File: src/hdl/gmpst_pkg.sv
// ----------------------------------------------------------------------------
// gmpst_pkg: shared types and constants for the grid min path sum block
// Cost and backpointer types, field widths and register indexes used by the
// sweep front end, the job queue and the traceback back end.
// ----------------------------------------------------------------------------
`timescale 1ns / 1ps

package gmpst_pkg;

	// default grid limits
	localparam int MAX_ROWS_DEF = 16;
	localparam int MAX_COLS_DEF = 16;

	// field widths
	localparam int CELL_W      = 16;
	localparam int COST_W      = 21;
	localparam int COORD_W     = 4;
	localparam int CFG_W       = 5;
	localparam int CFG_IDX_W   = 1;
	localparam int IN_TDATA_W  = 16;
	localparam int OUT_TDATA_W = 32;

	// size register value after reset
	localparam int SIZE_RESET = 16;

	// job queue depth, power of two
	localparam int QUEUE_DEPTH = 2;

	typedef logic signed [COST_W-1:0] cost_t;

	// backpointer codes, code 3 never written and ends a trace like origin
	typedef enum logic [1:0] {
		BP_NONE = 2'd0,
		BP_LEFT = 2'd1,
		BP_UP   = 2'd2
	} bp_t;

	// configuration register indexes
	typedef enum logic [CFG_IDX_W-1:0] {
		REG_NUM_ROWS = 1'b0,
		REG_NUM_COLS = 1'b1
	} cfg_reg_t;

endpackage

File: src/hdl/gmpst_front.sv
// ----------------------------------------------------------------------------
// gmpst_front: row-major cost sweep
// Takes one cell per cycle while s_tready is high, adds the cheaper of the
// up and left costs, writes the backpointer, queues a job at the last cell.
// ----------------------------------------------------------------------------
`timescale 1ns / 1ps

module gmpst_front #(
	parameter int MAX_ROWS = gmpst_pkg::MAX_ROWS_DEF,
	parameter int MAX_COLS = gmpst_pkg::MAX_COLS_DEF
) (
	input  logic                                  clk,
	input  logic                                  arst_n,
	// configuration writes
	input  logic                                  cfg_we,
	input  logic [gmpst_pkg::CFG_IDX_W-1:0]       cfg_index,
	input  logic [gmpst_pkg::CFG_W-1:0]           cfg_data,
	// cell stream, tdata: cell_value
	input  logic                                  s_tvalid,
	output logic                                  s_tready,
	input  logic [gmpst_pkg::IN_TDATA_W-1:0]      s_tdata,
	// job to the back end
	output logic                                  job_valid,
	input  logic                                  job_ready,
	output gmpst_pkg::cost_t                      job_cost,
	output logic [((MAX_ROWS > 1) ? $clog2(MAX_ROWS) : 1)-1:0] job_row,
	output logic [((MAX_COLS > 1) ? $clog2(MAX_COLS) : 1)-1:0] job_col,
	input  logic                                  trace_done,
	// backpointer write port
	output logic                                  bp_we,
	output logic [((MAX_ROWS > 1) ? $clog2(MAX_ROWS) : 1)
		+ ((MAX_COLS > 1) ? $clog2(MAX_COLS) : 1)-1:0] bp_addr,
	output gmpst_pkg::bp_t                        bp_code
);

	localparam int RW = (MAX_ROWS > 1) ? $clog2(MAX_ROWS) : 1;
	localparam int CW = (MAX_COLS > 1) ? $clog2(MAX_COLS) : 1;
	localparam int ROWS_RST = ((gmpst_pkg::SIZE_RESET < MAX_ROWS) ?
		gmpst_pkg::SIZE_RESET : MAX_ROWS) - 1;
	localparam int COLS_RST = ((gmpst_pkg::SIZE_RESET < MAX_COLS) ?
		gmpst_pkg::SIZE_RESET : MAX_COLS) - 1;

	logic [RW-1:0] rows_last_q;
	logic [CW-1:0] cols_last_q;
	logic [RW-1:0] row_q;
	logic [CW-1:0] col_q;
	logic          hold_q;
	gmpst_pkg::cost_t left_q;
	gmpst_pkg::cost_t up_q;
	gmpst_pkg::cost_t rcb_mem [MAX_COLS];

	logic [RW-1:0] rows_new;
	logic [CW-1:0] cols_new;
	logic          accept;
	logic          last_col;
	logic          last_row;
	logic [CW-1:0] next_col;
	gmpst_pkg::cost_t cell_ext;
	gmpst_pkg::cost_t base;
	gmpst_pkg::cost_t cost;
	gmpst_pkg::bp_t   code;

	// clamp written sizes to 1..max, kept as last index
	always_comb begin
		if (cfg_data == '0) begin
			rows_new = '0;
		end else if (int'(cfg_data) > MAX_ROWS) begin
			rows_new = RW'(MAX_ROWS - 1);
		end else begin
			rows_new = RW'(cfg_data - gmpst_pkg::CFG_W'(1));
		end
		if (cfg_data == '0) begin
			cols_new = '0;
		end else if (int'(cfg_data) > MAX_COLS) begin
			cols_new = CW'(MAX_COLS - 1);
		end else begin
			cols_new = CW'(cfg_data - gmpst_pkg::CFG_W'(1));
		end
	end

	// handshake and position
	assign s_tready = !hold_q && job_ready;
	assign accept   = s_tvalid && s_tready;
	assign last_col = (col_q == cols_last_q);
	assign last_row = (row_q == rows_last_q);
	assign next_col = last_col ? '0 : col_q + CW'(1);

	// pick neighbor and add the cell
	always_comb begin
		cell_ext = gmpst_pkg::cost_t'({{(gmpst_pkg::COST_W - gmpst_pkg::CELL_W)
			{s_tdata[gmpst_pkg::CELL_W-1]}}, s_tdata[gmpst_pkg::CELL_W-1:0]});
		if (row_q == '0 && col_q == '0) begin
			base = '0;
			code = gmpst_pkg::BP_NONE;
		end else if (row_q == '0) begin
			base = left_q;
			code = gmpst_pkg::BP_LEFT;
		end else if (col_q == '0) begin
			base = up_q;
			code = gmpst_pkg::BP_UP;
		end else if (up_q < left_q) begin
			base = up_q;
			code = gmpst_pkg::BP_UP;
		end else begin
			base = left_q;
			code = gmpst_pkg::BP_LEFT;
		end
		cost = base + cell_ext;
	end

	// backpointer write and job hand-off
	assign bp_we     = accept;
	assign bp_addr   = {row_q, col_q};
	assign bp_code   = code;
	assign job_valid = accept && last_col && last_row;
	assign job_cost  = cost;
	assign job_row   = row_q;
	assign job_col   = col_q;

	// sizes, position and hold while the back end reads backpointers
	always_ff @(posedge clk or negedge arst_n) begin
		if (!arst_n) begin
			rows_last_q <= RW'(ROWS_RST);
			cols_last_q <= CW'(COLS_RST);
			row_q       <= '0;
			col_q       <= '0;
			hold_q      <= 1'b0;
		end else begin
			if (trace_done) begin
				hold_q <= 1'b0;
			end
			if (cfg_we) begin
				case (gmpst_pkg::cfg_reg_t'(cfg_index))
					gmpst_pkg::REG_NUM_ROWS: rows_last_q <= rows_new;
					gmpst_pkg::REG_NUM_COLS: cols_last_q <= cols_new;
					default: ;
				endcase
				row_q <= '0;
				col_q <= '0;
			end else if (accept) begin
				col_q <= next_col;
				if (last_col) begin
					row_q <= last_row ? '0 : row_q + RW'(1);
				end
				if (last_col && last_row) begin
					hold_q <= 1'b1;
				end
			end
		end
	end

	// row cost buffer, up cost fetched one cell ahead
	always_ff @(posedge clk) begin
		if (accept) begin
			rcb_mem[col_q] <= cost;
			left_q         <= cost;
			if (next_col == col_q) begin
				up_q <= cost;
			end else begin
				up_q <= rcb_mem[next_col];
			end
		end
	end

endmodule

File: src/hdl/gmpst_queue.sv
// ----------------------------------------------------------------------------
// gmpst_queue: job queue between front and back
// Small first-in first-out buffer of finished-grid jobs.
// ----------------------------------------------------------------------------
`timescale 1ns / 1ps

module gmpst_queue #(
	parameter int WIDTH = 8
) (
	input  logic             clk,
	input  logic             arst_n,
	input  logic             push_valid,
	output logic             push_ready,
	input  logic [WIDTH-1:0] push_data,
	output logic             pop_valid,
	input  logic             pop_ready,
	output logic [WIDTH-1:0] pop_data
);

	localparam int PW = (gmpst_pkg::QUEUE_DEPTH > 1) ? $clog2(gmpst_pkg::QUEUE_DEPTH) : 1;
	localparam int NW = $clog2(gmpst_pkg::QUEUE_DEPTH + 1);

	logic [WIDTH-1:0] entry_q [gmpst_pkg::QUEUE_DEPTH];
	logic [PW-1:0]    wr_ptr_q;
	logic [PW-1:0]    rd_ptr_q;
	logic [NW-1:0]    count_q;
	logic             do_push;
	logic             do_pop;

	assign push_ready = (count_q != NW'(gmpst_pkg::QUEUE_DEPTH));
	assign pop_valid  = (count_q != '0);
	assign pop_data   = entry_q[rd_ptr_q];
	assign do_push    = push_valid && push_ready;
	assign do_pop     = pop_valid && pop_ready;

	// pointers and fill level
	always_ff @(posedge clk or negedge arst_n) begin
		if (!arst_n) begin
			wr_ptr_q <= '0;
			rd_ptr_q <= '0;
			count_q  <= '0;
		end else begin
			if (do_push) begin
				wr_ptr_q <= wr_ptr_q + PW'(1);
			end
			if (do_pop) begin
				rd_ptr_q <= rd_ptr_q + PW'(1);
			end
			if (do_push && !do_pop) begin
				count_q <= count_q + NW'(1);
			end else if (do_pop && !do_push) begin
				count_q <= count_q - NW'(1);
			end
		end
	end

	// entry storage
	always_ff @(posedge clk) begin
		if (do_push) begin
			entry_q[wr_ptr_q] <= push_data;
		end
	end

endmodule

File: src/hdl/gmpst_back.sv
// ----------------------------------------------------------------------------
// gmpst_back: traceback and path emission
// Holds the backpointer store, walks back from the corner onto a path stack,
// then sends the stack out from the origin to the corner.
// ----------------------------------------------------------------------------
`timescale 1ns / 1ps

module gmpst_back #(
	parameter int MAX_ROWS = gmpst_pkg::MAX_ROWS_DEF,
	parameter int MAX_COLS = gmpst_pkg::MAX_COLS_DEF
) (
	input  logic                                  clk,
	input  logic                                  arst_n,
	// backpointer write port
	input  logic                                  bp_we,
	input  logic [((MAX_ROWS > 1) ? $clog2(MAX_ROWS) : 1)
		+ ((MAX_COLS > 1) ? $clog2(MAX_COLS) : 1)-1:0] bp_addr,
	input  gmpst_pkg::bp_t                        bp_code,
	// job from the queue
	input  logic                                  job_valid,
	output logic                                  job_ready,
	input  gmpst_pkg::cost_t                      job_cost,
	input  logic [((MAX_ROWS > 1) ? $clog2(MAX_ROWS) : 1)-1:0] job_row,
	input  logic [((MAX_COLS > 1) ? $clog2(MAX_COLS) : 1)-1:0] job_col,
	output logic                                  trace_done,
	// path stream
	output logic                                  m_tvalid,
	input  logic                                  m_tready,
	output logic [gmpst_pkg::COORD_W-1:0]         out_row,
	output logic [gmpst_pkg::COORD_W-1:0]         out_col,
	output gmpst_pkg::cost_t                      out_cost,
	output logic                                  out_last
);

	localparam int RW  = (MAX_ROWS > 1) ? $clog2(MAX_ROWS) : 1;
	localparam int CW  = (MAX_COLS > 1) ? $clog2(MAX_COLS) : 1;
	localparam int BPD = 2 ** (RW + CW);
	localparam int PD  = MAX_ROWS + MAX_COLS - 1;
	localparam int PDW = (PD > 1) ? $clog2(PD) : 1;
	localparam int DCW = $clog2(PD + 1);

	typedef enum logic [2:0] {
		ST_IDLE,
		ST_TRACE_RD,
		ST_TRACE_CHK,
		ST_EMIT_RD,
		ST_EMIT_LD
	} state_t;

	state_t              state_q;
	logic [RW-1:0]       tr_q;
	logic [CW-1:0]       tc_q;
	gmpst_pkg::cost_t    total_q;
	logic [DCW-1:0]      depth_q;
	logic [PDW-1:0]      idx_q;
	logic                trace_done_q;
	logic                m_tvalid_q;
	logic [gmpst_pkg::COORD_W-1:0] out_row_q;
	logic [gmpst_pkg::COORD_W-1:0] out_col_q;
	gmpst_pkg::cost_t    out_cost_q;
	logic                out_last_q;

	gmpst_pkg::bp_t      bp_mem [BPD];
	gmpst_pkg::bp_t      bp_rd_q;
	logic [RW+CW-1:0]    stack_mem [PD];
	logic [RW+CW-1:0]    stack_rd_q;

	logic                step_up;
	logic                step_left;
	logic                room;
	logic                trace_end;

	assign job_ready  = (state_q == ST_IDLE);
	assign trace_done = trace_done_q;
	assign m_tvalid   = m_tvalid_q;
	assign out_row    = out_row_q;
	assign out_col    = out_col_q;
	assign out_cost   = out_cost_q;
	assign out_last   = out_last_q;

	// next traceback move
	assign step_up   = (bp_rd_q == gmpst_pkg::BP_UP) && (tr_q != '0);
	assign step_left = (bp_rd_q == gmpst_pkg::BP_LEFT) && (tc_q != '0);
	assign room      = (depth_q != DCW'(PD));
	assign trace_end = (state_q == ST_TRACE_CHK) && !(room && (step_up || step_left));

	// backpointer store, registered read at the trace position
	always_ff @(posedge clk) begin
		if (bp_we) begin
			bp_mem[bp_addr] <= bp_code;
		end
		bp_rd_q <= bp_mem[{tr_q, tc_q}];
	end

	// path stack, pushed during trace and read back in reverse
	always_ff @(posedge clk) begin
		if (state_q == ST_TRACE_RD) begin
			stack_mem[depth_q[PDW-1:0]] <= {tr_q, tc_q};
		end
		stack_rd_q <= stack_mem[idx_q];
	end

	// sequencer with output register
	always_ff @(posedge clk or negedge arst_n) begin
		if (!arst_n) begin
			state_q      <= ST_IDLE;
			tr_q         <= '0;
			tc_q         <= '0;
			total_q      <= '0;
			depth_q      <= '0;
			idx_q        <= '0;
			trace_done_q <= 1'b0;
			m_tvalid_q   <= 1'b0;
			out_row_q    <= '0;
			out_col_q    <= '0;
			out_cost_q   <= '0;
			out_last_q   <= 1'b0;
		end else begin
			trace_done_q <= trace_end;
			// taken transaction leaves unless a new one loads
			if (m_tready && (state_q != ST_EMIT_LD)) begin
				m_tvalid_q <= 1'b0;
			end
			case (state_q)
				ST_IDLE: begin
					if (job_valid) begin
						tr_q    <= job_row;
						tc_q    <= job_col;
						total_q <= job_cost;
						depth_q <= '0;
						state_q <= ST_TRACE_RD;
					end
				end
				ST_TRACE_RD: begin
					depth_q <= depth_q + DCW'(1);
					state_q <= ST_TRACE_CHK;
				end
				ST_TRACE_CHK: begin
					if (room && step_up) begin
						tr_q    <= tr_q - RW'(1);
						state_q <= ST_TRACE_RD;
					end else if (room && step_left) begin
						tc_q    <= tc_q - CW'(1);
						state_q <= ST_TRACE_RD;
					end else begin
						idx_q        <= PDW'(depth_q - DCW'(1));
						state_q      <= ST_EMIT_RD;
					end
				end
				ST_EMIT_RD: begin
					state_q <= ST_EMIT_LD;
				end
				ST_EMIT_LD: begin
					if (!m_tvalid_q || m_tready) begin
						m_tvalid_q <= 1'b1;
						out_row_q  <= gmpst_pkg::COORD_W'(stack_rd_q[RW+CW-1:CW]);
						out_col_q  <= gmpst_pkg::COORD_W'(stack_rd_q[CW-1:0]);
						out_cost_q <= total_q;
						out_last_q <= (idx_q == '0);
						if (idx_q == '0) begin
							state_q <= ST_IDLE;
						end else begin
							idx_q   <= idx_q - PDW'(1);
							state_q <= ST_EMIT_RD;
						end
					end
				end
				default: state_q <= ST_IDLE;
			endcase
		end
	end

endmodule

File: src/hdl/grid_min_path_sum_traceback_top.sv
// ----------------------------------------------------------------------------
// grid_min_path_sum_traceback_top: minimum path sum over a grid with traceback
// Cells arrive one per cycle in row-major order while s_tready is high. Each
// cell's cost is its value plus the cheaper of the up and left costs (left
// wins a tie); after the last cell the minimum path is sent from the origin
// to the bottom-right corner, each step carrying the total cost, the corner
// marked by tlast. The sweep takes one cell per clock when input is not held
// off, limited by the single cost add and compare. Once the last cell is in,
// the traceback walks the backpointer store, each path step a registered
// read of the store and then a decision, and input is held off until that
// walk ends; the walk starts later when the previous path is still being sent.
// The path is then sent from the path stack, each step a stack read and then
// an output register load, while the next grid's cells are already taken in.
// A write to either size register restarts the sweep at the origin; a size
// of 0 acts as 1 and a size above the maximum acts as the maximum.
// ----------------------------------------------------------------------------
`timescale 1ns / 1ps

module grid_min_path_sum_traceback_top #(
	parameter int MAX_ROWS = gmpst_pkg::MAX_ROWS_DEF,
	parameter int MAX_COLS = gmpst_pkg::MAX_COLS_DEF
) (
	input  logic                                clk,
	input  logic                                arst_n,
	// configuration: index 0 num_rows, index 1 num_cols
	input  logic                                cfg_we,
	input  logic [gmpst_pkg::CFG_IDX_W-1:0]     cfg_index,
	input  logic [gmpst_pkg::CFG_W-1:0]         cfg_data,
	// input cells
	input  logic                                s_tvalid,
	output logic                                s_tready,
	input  logic [gmpst_pkg::IN_TDATA_W-1:0]    s_tdata,   // [15:0] cell_value
	// path steps
	output logic                                m_tvalid,
	input  logic                                m_tready,
	output logic [gmpst_pkg::OUT_TDATA_W-1:0]   m_tdata,   // [3:0] path_row, [7:4] path_col,
	                                                       // [28:8] total_cost, [31:29] zero
	output logic                                m_tlast    // is_last
);

	localparam int RW = (MAX_ROWS > 1) ? $clog2(MAX_ROWS) : 1;
	localparam int CW = (MAX_COLS > 1) ? $clog2(MAX_COLS) : 1;
	localparam int JW = gmpst_pkg::COST_W + RW + CW;
	localparam int PADW = gmpst_pkg::OUT_TDATA_W - 2 * gmpst_pkg::COORD_W - gmpst_pkg::COST_W;

	logic             push_valid;
	logic             push_ready;
	gmpst_pkg::cost_t push_cost;
	logic [RW-1:0]    push_row;
	logic [CW-1:0]    push_col;
	logic             pop_valid;
	logic             pop_ready;
	logic [JW-1:0]    pop_data;
	logic             trace_done;
	logic             bp_we;
	logic [RW+CW-1:0] bp_addr;
	gmpst_pkg::bp_t   bp_code;
	logic [gmpst_pkg::COORD_W-1:0] out_row;
	logic [gmpst_pkg::COORD_W-1:0] out_col;
	gmpst_pkg::cost_t out_cost;

	// sweep front end
	gmpst_front #(
		.MAX_ROWS(MAX_ROWS),
		.MAX_COLS(MAX_COLS)
	) u_front (
		.clk        (clk),
		.arst_n     (arst_n),
		.cfg_we     (cfg_we),
		.cfg_index  (cfg_index),
		.cfg_data   (cfg_data),
		.s_tvalid   (s_tvalid),
		.s_tready   (s_tready),
		.s_tdata    (s_tdata),
		.job_valid  (push_valid),
		.job_ready  (push_ready),
		.job_cost   (push_cost),
		.job_row    (push_row),
		.job_col    (push_col),
		.trace_done (trace_done),
		.bp_we      (bp_we),
		.bp_addr    (bp_addr),
		.bp_code    (bp_code)
	);

	// job queue
	gmpst_queue #(
		.WIDTH(JW)
	) u_queue (
		.clk        (clk),
		.arst_n     (arst_n),
		.push_valid (push_valid),
		.push_ready (push_ready),
		.push_data  ({push_cost, push_row, push_col}),
		.pop_valid  (pop_valid),
		.pop_ready  (pop_ready),
		.pop_data   (pop_data)
	);

	// traceback back end
	gmpst_back #(
		.MAX_ROWS(MAX_ROWS),
		.MAX_COLS(MAX_COLS)
	) u_back (
		.clk        (clk),
		.arst_n     (arst_n),
		.bp_we      (bp_we),
		.bp_addr    (bp_addr),
		.bp_code    (bp_code),
		.job_valid  (pop_valid),
		.job_ready  (pop_ready),
		.job_cost   (gmpst_pkg::cost_t'(pop_data[JW-1:RW+CW])),
		.job_row    (pop_data[RW+CW-1:CW]),
		.job_col    (pop_data[CW-1:0]),
		.trace_done (trace_done),
		.m_tvalid   (m_tvalid),
		.m_tready   (m_tready),
		.out_row    (out_row),
		.out_col    (out_col),
		.out_cost   (out_cost),
		.out_last   (m_tlast)
	);

	// output packing
	assign m_tdata = {{PADW{1'b0}}, out_cost, out_col, out_row};

endmodule

File: config.mk
export PLATFORM = sky130hd
export DESIGN_NAME = grid_min_path_sum_traceback_top
export DESIGN_NICKNAME = d
export VERILOG_FILES = /design/src/hdl/gmpst_pkg.sv /design/src/hdl/gmpst_front.sv /design/src/hdl/gmpst_queue.sv /design/src/hdl/gmpst_back.sv /design/src/hdl/grid_min_path_sum_traceback_top.sv
export SDC_FILE = /design/constraint.sdc
export NUM_CORES = 2
export LEC_CHECK = 0
export BUFFER_PORTS_ARGS = -buffer_cell sky130_fd_sc_hd__buf_2
export CORE_ASPECT_RATIO = 0.75
export CORE_MARGIN = 10
export CORE_UTILIZATION = 30
export DETAILED_ROUTE_END_ITERATION = 12
export PLACE_DENSITY = 0.41
export SLEW_MARGIN = 10
export SYNTH_ARGS = -nofsm -noshare
export SYNTH_HDL_FRONTEND = slang
export SYNTH_SLANG_ARGS = --single-unit
File: constraint.sdc
create_clock -name clk -period 23.2 [get_ports clk]
set_clock_uncertainty 0.05 [all_clocks]
set_input_delay 4.64 -clock clk [delete_from_list [all_inputs] [get_ports clk]]
set_output_delay 4.64 -clock clk [all_outputs]
set_load 0.01 [all_outputs]
Yosys cells after proc, flatten, opt, wreduce, memory -nomap -nowiden
Memory sizes are Yosys's and may differ from the RTL's. A register that Yosys moved wholly into a read port is not among the register bits.
Index checks and enable logic that the tools add are counted.

storage, ports and cells
  input bits = 27
  memories kept = 4
  bits in writable memories = 1154
  bits in registers = 116
  logic and storage cells = 159

cells by class
  equal/unequal tests = 18
  magnitude comparators = 2
  add/sub/neg operators = 13
  mux-type cells = 52
  reductions and logical operators = 48
  bitwise operators = 1

memory list
  name              depth  width  read ports  clocked after memory_dff  wr ports  line               text
  u_back.bp_mem     256    2      1           1                         1         gmpst_back.sv:63   gmpst_pkg::bp_t bp_mem [BPD];
  u_front.rcb_mem   16     21     1           1                         1         gmpst_front.sv:50  gmpst_pkg::cost_t rcb_mem [MAX_COLS];
  u_back.stack_mem  31     8      1           1                         1         gmpst_back.sv:65   logic [RW+CW-1:0] stack_mem [PD];
  u_queue.entry_q   2      29     1           0                         1         gmpst_queue.sv:23  logic [WIDTH-1:0] entry_q [gmpst_pkg::QUEUE_DEPTH];

operators with widths
  cell                                                                   count
  21-bit two-way mux                                                     4
  4-bit two-way mux                                                      14
  5-bit two-way mux                                                      5
  21-bit by 16-bit adder with 21-bit output                              1
  21-bit < comparator                                                    1
  5-bit one-hot mux with 2 select lines                                  2
  1-bit logical AND                                                      17
  2-bit two-way mux                                                      8
  4-bit one-hot mux with 2 select lines                                  2
  3-bit one-hot mux with 5 select lines                                  1
  2-bit AND reduction                                                    7
  2-bit nonzero test                                                     7
  1-bit two-way mux                                                      13
  2-bit inequality test, second input constant                           6
  4-bit by 1-bit subtractor with 4-bit output, second input constant     3
  5-bit logical NOT                                                      2
  5-bit by 1-bit subtractor with 5-bit output, second input constant     2
  3-bit two-way mux                                                      3
  4-bit by 1-bit adder with 4-bit output, second input constant          2
  4-bit equality test                                                    2
  4-bit logical NOT                                                      2
  4-bit nonzero test                                                     2
  3-bit by 2-bit equality test with 1-bit output, second input constant  2
  5-bit by 1-bit adder with 5-bit output, second input constant          1
  18 further kinds                                                       25

Logic depth before layout (Yosys ltp)
  word-level depth = 10
  depth in mapped cells = 24

Hierarchy
Synthesis repeated with hierarchy kept, for this count alone.

second synthesis, totals
  cells, all modules = 3452
  area total of the unflattened synthesis = 54141.9 µm²

by module, submodules not included
  module                           area an instance (µm²)  seq. area each (µm²)  instances  cells each
  gmpst_back                       34134.0                 24873.9               1          2016
  gmpst_front                      17668.2                 11786.3               1          1324
  gmpst_queue                      2313.5                  1841.8                1          108
  grid_min_path_sum_traceback_top  26.3                    0.0                   1          4

Least setup slack after synthesis
No wires, ideal clock.

  kind = register -> register
  from = reg u_front.col_q[0], in the netlist u_front.job_col[0]
  to = mem u_back.bp_mem[0][0] (netlist name), data pin
  buffers on the path = 4
  cell stages (with the launch flop) = 9
  data arrival time = 8.606 ns
  path slack = 12.969 ns
  required time = 21.575 ns
  period minus slack after synthesis = 10.231 ns
  path through = dfrtp_1 buf_6 inv_2 buf_2 clkbuf_1 ha_1 and2_1 clkbuf_1 a21oi_1

on the way
  longest elaborated chain between the ends = 4

RTL lines
  element                 line                                   text
  start, declared         gmpst_front.sv:46                      logic [CW-1:0] col_q;
  start signal, assigned  gmpst_front.sv:141                     col_q <= next_col;
  4-bit logical NOT (*)   gmpst_front.sv:92, gmpst_front.sv:98
  2-bit two-way mux       gmpst_front.sv:98                      end else if (col_q == '0) begin
  2-bit two-way mux       gmpst_front.sv:95                      end else if (row_q == '0) begin
  2-bit two-way mux (*)   gmpst_front.sv:92                      if (row_q == '0 && col_q == '0) begin
  net bp_code[0]          grid_min_path_sum_traceback_top.sv:57  gmpst_pkg::bp_t bp_code;
  end, declared           gmpst_back.sv:63

Mark *: on every way through the listed nets, which the timed path passes. The rest lies on a longest branch.

==> flow_summary.ini <==
[route]
wirelength_mm = 150
drt-pass1-iter-count = 5
wl_per_cell_um = 25.1
vias = 29300
drc = 0
vias_per_cell = 4.90
initialDrtViolationCount = 2534
antenna_left = 0

[sta]
period_needed_ns = 7.44
hold_viol = 0
fin_setup_tns_ns = 0
grt_setup_unrepaired = false
worst_pin_slew_ns = 1.27
fin_crit_sh_pct = 32.1
fmaxAchievable_mhz = 134
finalSetupViolCount = 0
slew_viol_final = 0
relSlewSlack_pct = 15.3

[critical_path]
critical_path.top_delay_family = compound AO/OA/AOI/OAI gates
crit_buf_inv = 2
slowest_stage = a211oi_1
cp.arrival_ns = 7.92
required_ns = 23.68
crit_fanout = 20
critical_path_class = primary input to flip-flop
critPathLaunchType = primary input
worstPathCellList = buf_2 > ha_1 > inv_1 > fa_1 > nor2b_1 > o31a_1 > nor4_2 > o221ai_1 > a211oi_1 > o21bai_1 > a21oi_1 > xnor2_2 > a41o_1
worstSetupEndpointType = flip-flop
max_stage_delay_ns = 0.67

[yosys]
ys_types = 74
synth-warning-count = 0
synth_top_flop_cell = edfxtp_1
synth.area.top_cells = edfxtp_1 (67%), mux4_2 (7.4%), dfrtp_1 (4.1%)
synth_edf_count = 1196
syn_inst = 3387
ys_seq_area_share_pct = 72.0
yosys.area.top_type = edfxtp_1
synth_seq_cells = 1301
netlist_area_mm2 = 0.0534
synthArstFlopShare_pct = 7.30
yosysTopAreaCellShare_pct = 67.2
avgSynthCellArea_um2 = 15.8

[final_layout]
layout.cells.non_filler = 5977
final_core_util_pct = 34.5
final_nets = 3571
area_growth_pct = 14.6
num-fill-cells = 17100
layout-drive-gt1-share_pct = 17.4
fin_area_mm2 = 0.0613

[clock_network]
clk_latency_ns = 0.79
post_cts_buffers = 0
cts_tree = yes
cts_buffer_depth = 3
cts_resized = 0
clock-sinks = 1301
ctsHoldBuffers = 0
htree_levels = 4
cts-root-buf = clkbuf_16
cts_buffers = 138
clkTransAtPathRegs_ns = 0.06

[place]
io_buffers = 58
place_congestion = 0.726
dp_cells = 5725
hpwlAfterDp_mm = 86.0
placed_cell_area_mm2 = 0.0567

[floorplanning]
placeableCoreArea_mm2 = 0.178
fp-row-count = 134
die_w_um = 507
dieHeight_um = 386
num_io_pins = 62
start_util_pct = 30.1
die-area_mm2 = 0.196

[min_path]
hp-class = flip-flop to flip-flop

[pwr]
p_per_area_mw_per_mm2 = 127
vdd_ir_drop_max_mv = 0.0793
p_seq_share_pct = 41.8
p_sw_uw = 2620
pwr-share-clk_pct = 28.9
p_int_uw = 5170
switching_share_pct = 33.7
leakage_uw = 0.0203
combPwrFrac_pct = 29.3

[global_route]
grt_pass1_wl_mm = 218
gr-total-overflow = 0
antenna_found_initial = 7
grtUsageTotal_pct = 15.1
grt_max_degree = 97
first_global_vias = 29800

[job]
maxCapViolCount = 0

[outcome]
status = complete, no violations
==> final cells by class <==
class / count / area, um^2 / area share, %
sequential: 1301 / 38500 / 62.9
multi-input combinational: 1823 / 13900 / 22.7
clock buffer: 179 / 3790 / 6.20
tap: 2380 / 2980 / 4.86
timing repair buffer: 152 / 998 / 1.63
clock inverter: 72 / 781 / 1.27
inverter: 69 / 259 / 0.423
antenna: 1 / 2.50 / 0.00409
==> layout by cell type (no fill, tap or decap), types with 24 or more instances in the layout <==
cell type / n
a21oi_1: 105
and3_1: 26
buf_2: 57
buf_4: 95
clkbuf_1: 29
clkbuf_16: 144
clkinv_2: 24
dfrtp_1: 80
edfxtp_1: 1196
ha_1: 58
inv_1: 65
mux2_2: 45
mux2i_1: 167
mux4_2: 175
nand2_1: 343
nand3_1: 94
nor2_1: 352
nor3_1: 45
o21ai_0: 88
o221ai_1: 65
o22ai_1: 43
==> worst paths after layout <==
check | startpoint | end | slack, ns | cells past startpoint
setup / recovery | s_tdata[0] | u_front.up_q[20]$_DFFE_PP_ | 15.76 | 13
hold / removal | u_back.trace_done$_DFF_PN0_ | u_front.hold_q$_DFF_PN0_ | 0.38 | 1
setup reg to reg | u_front.up_q[2]$_DFFE_PP_ | u_front.up_q[20]$_DFFE_PP_ | 16.37 | 21
hold reg to reg | u_back.trace_done$_DFF_PN0_ | u_front.hold_q$_DFF_PN0_ | 0.38 | 1
max in group asynchronous | arst_n | u_back.tc_q[1]$_DFFE_PN0P_ | 17.93 | 2
min in group asynchronous | arst_n | u_back.total_q[5]$_DFFE_PN0P_ | 3.81 | 1
==> layer usage <==
layer	up-vias	part of all wire [%]	GRT usage, %
li1	13200	-	-
met1	15200	49	22.7
met2	627	45	23.0
met3	164	4.4	2.50
met4	0	1.5	3.35
met5	-	0	0
==> cell families (layout without fill, tap and decap cells) <==
kind of cell / after synthesis / count (layout) / synth area share (%)
xor gates and xnor gates: 34 / 34 / 0.571
and+or+nand+nor: 934 / 934 / 7.44
buffers and inverters: 265 / 472 / 2.17
other: 1 / 4 / 0.00702
muxes: 387 / 387 / 11.5
DFF: 1301 / 1301 / 72.0
adders and majority gates: 60 / 60 / 1.41
AOI/OAI and AO/OA: 405 / 405 / 4.90
==> synth_stat cells (6+ instances only) <==
cell type  count
edfxtp_1    1196
nor2_1       354
nand2_1      343
mux4_2       175
mux2i_1      167
clkbuf_1     113
a21oi_1      107
nand3_1       94
o21ai_0       88
dfrtp_1       87
inv_1         67
o221ai_1      65
ha_1          58
mux2_2        45
nor3_1        45
buf_2         43
o22ai_1       43
and3_1        26
a211oi_1      22
a311oi_1      22
buf_1         20
xnor2_1       17
xor2_1        16
and2_1        12
buf_4         12
nor2b_1       11
dfxtp_1       10
nor4_1         9
a21o_1         8
a31oi_1        8
dfstp_2        8
nand2b_1       7
o31ai_1        7
buf_6          6
o211ai_1       6
o21a_1         6
==> power by group through the flow <==
stage | clock, uW | sequential (uW) | combinational [uW]
6_report | 2250 | 3260 | 2280
5_1_grt | 2410 | 3280 | 2500
2_1_floorplan | 0 | 3270 | 1420
3_3_place_gp | 0 | 3310 | 2320
4_1_cts | 2310 | 3260 | 2330
3_5_place_dp | 0 | 3310 | 2320
==> flip-flops by register name, indices dropped and copies added, names as in the netlist, 5 cells and up <==
name / count
u_back.total_q: 21
u_back.idx_q: 5
u_front.rcb_mem: 336
u_back.out_cost: 21
u_back.stack_rd_q: 8
u_queue.entry_q: 58
u_front.left_q: 21
u_back.bp_mem: 512
u_back.depth_q: 5
u_back.stack_mem: 248
u_front.up_q: 21
==> per-stage QoR <==
stage / hold slack, ns / total power (uW) / setup WS (ns)
2_1_floorplan: 0.360 / 4700 / 12.97
3_3_place_gp: 0.370 / 5640 / 14.96
3_5_place_dp: 0.371 / 5630 / 14.96
4_1_cts: 0.379 / 7900 / 15.79
5_1_grt: 0.406 / 8200 / 15.46
6_report: 0.376 / 7790 / 15.76
(Power assumes the default switching activity.)
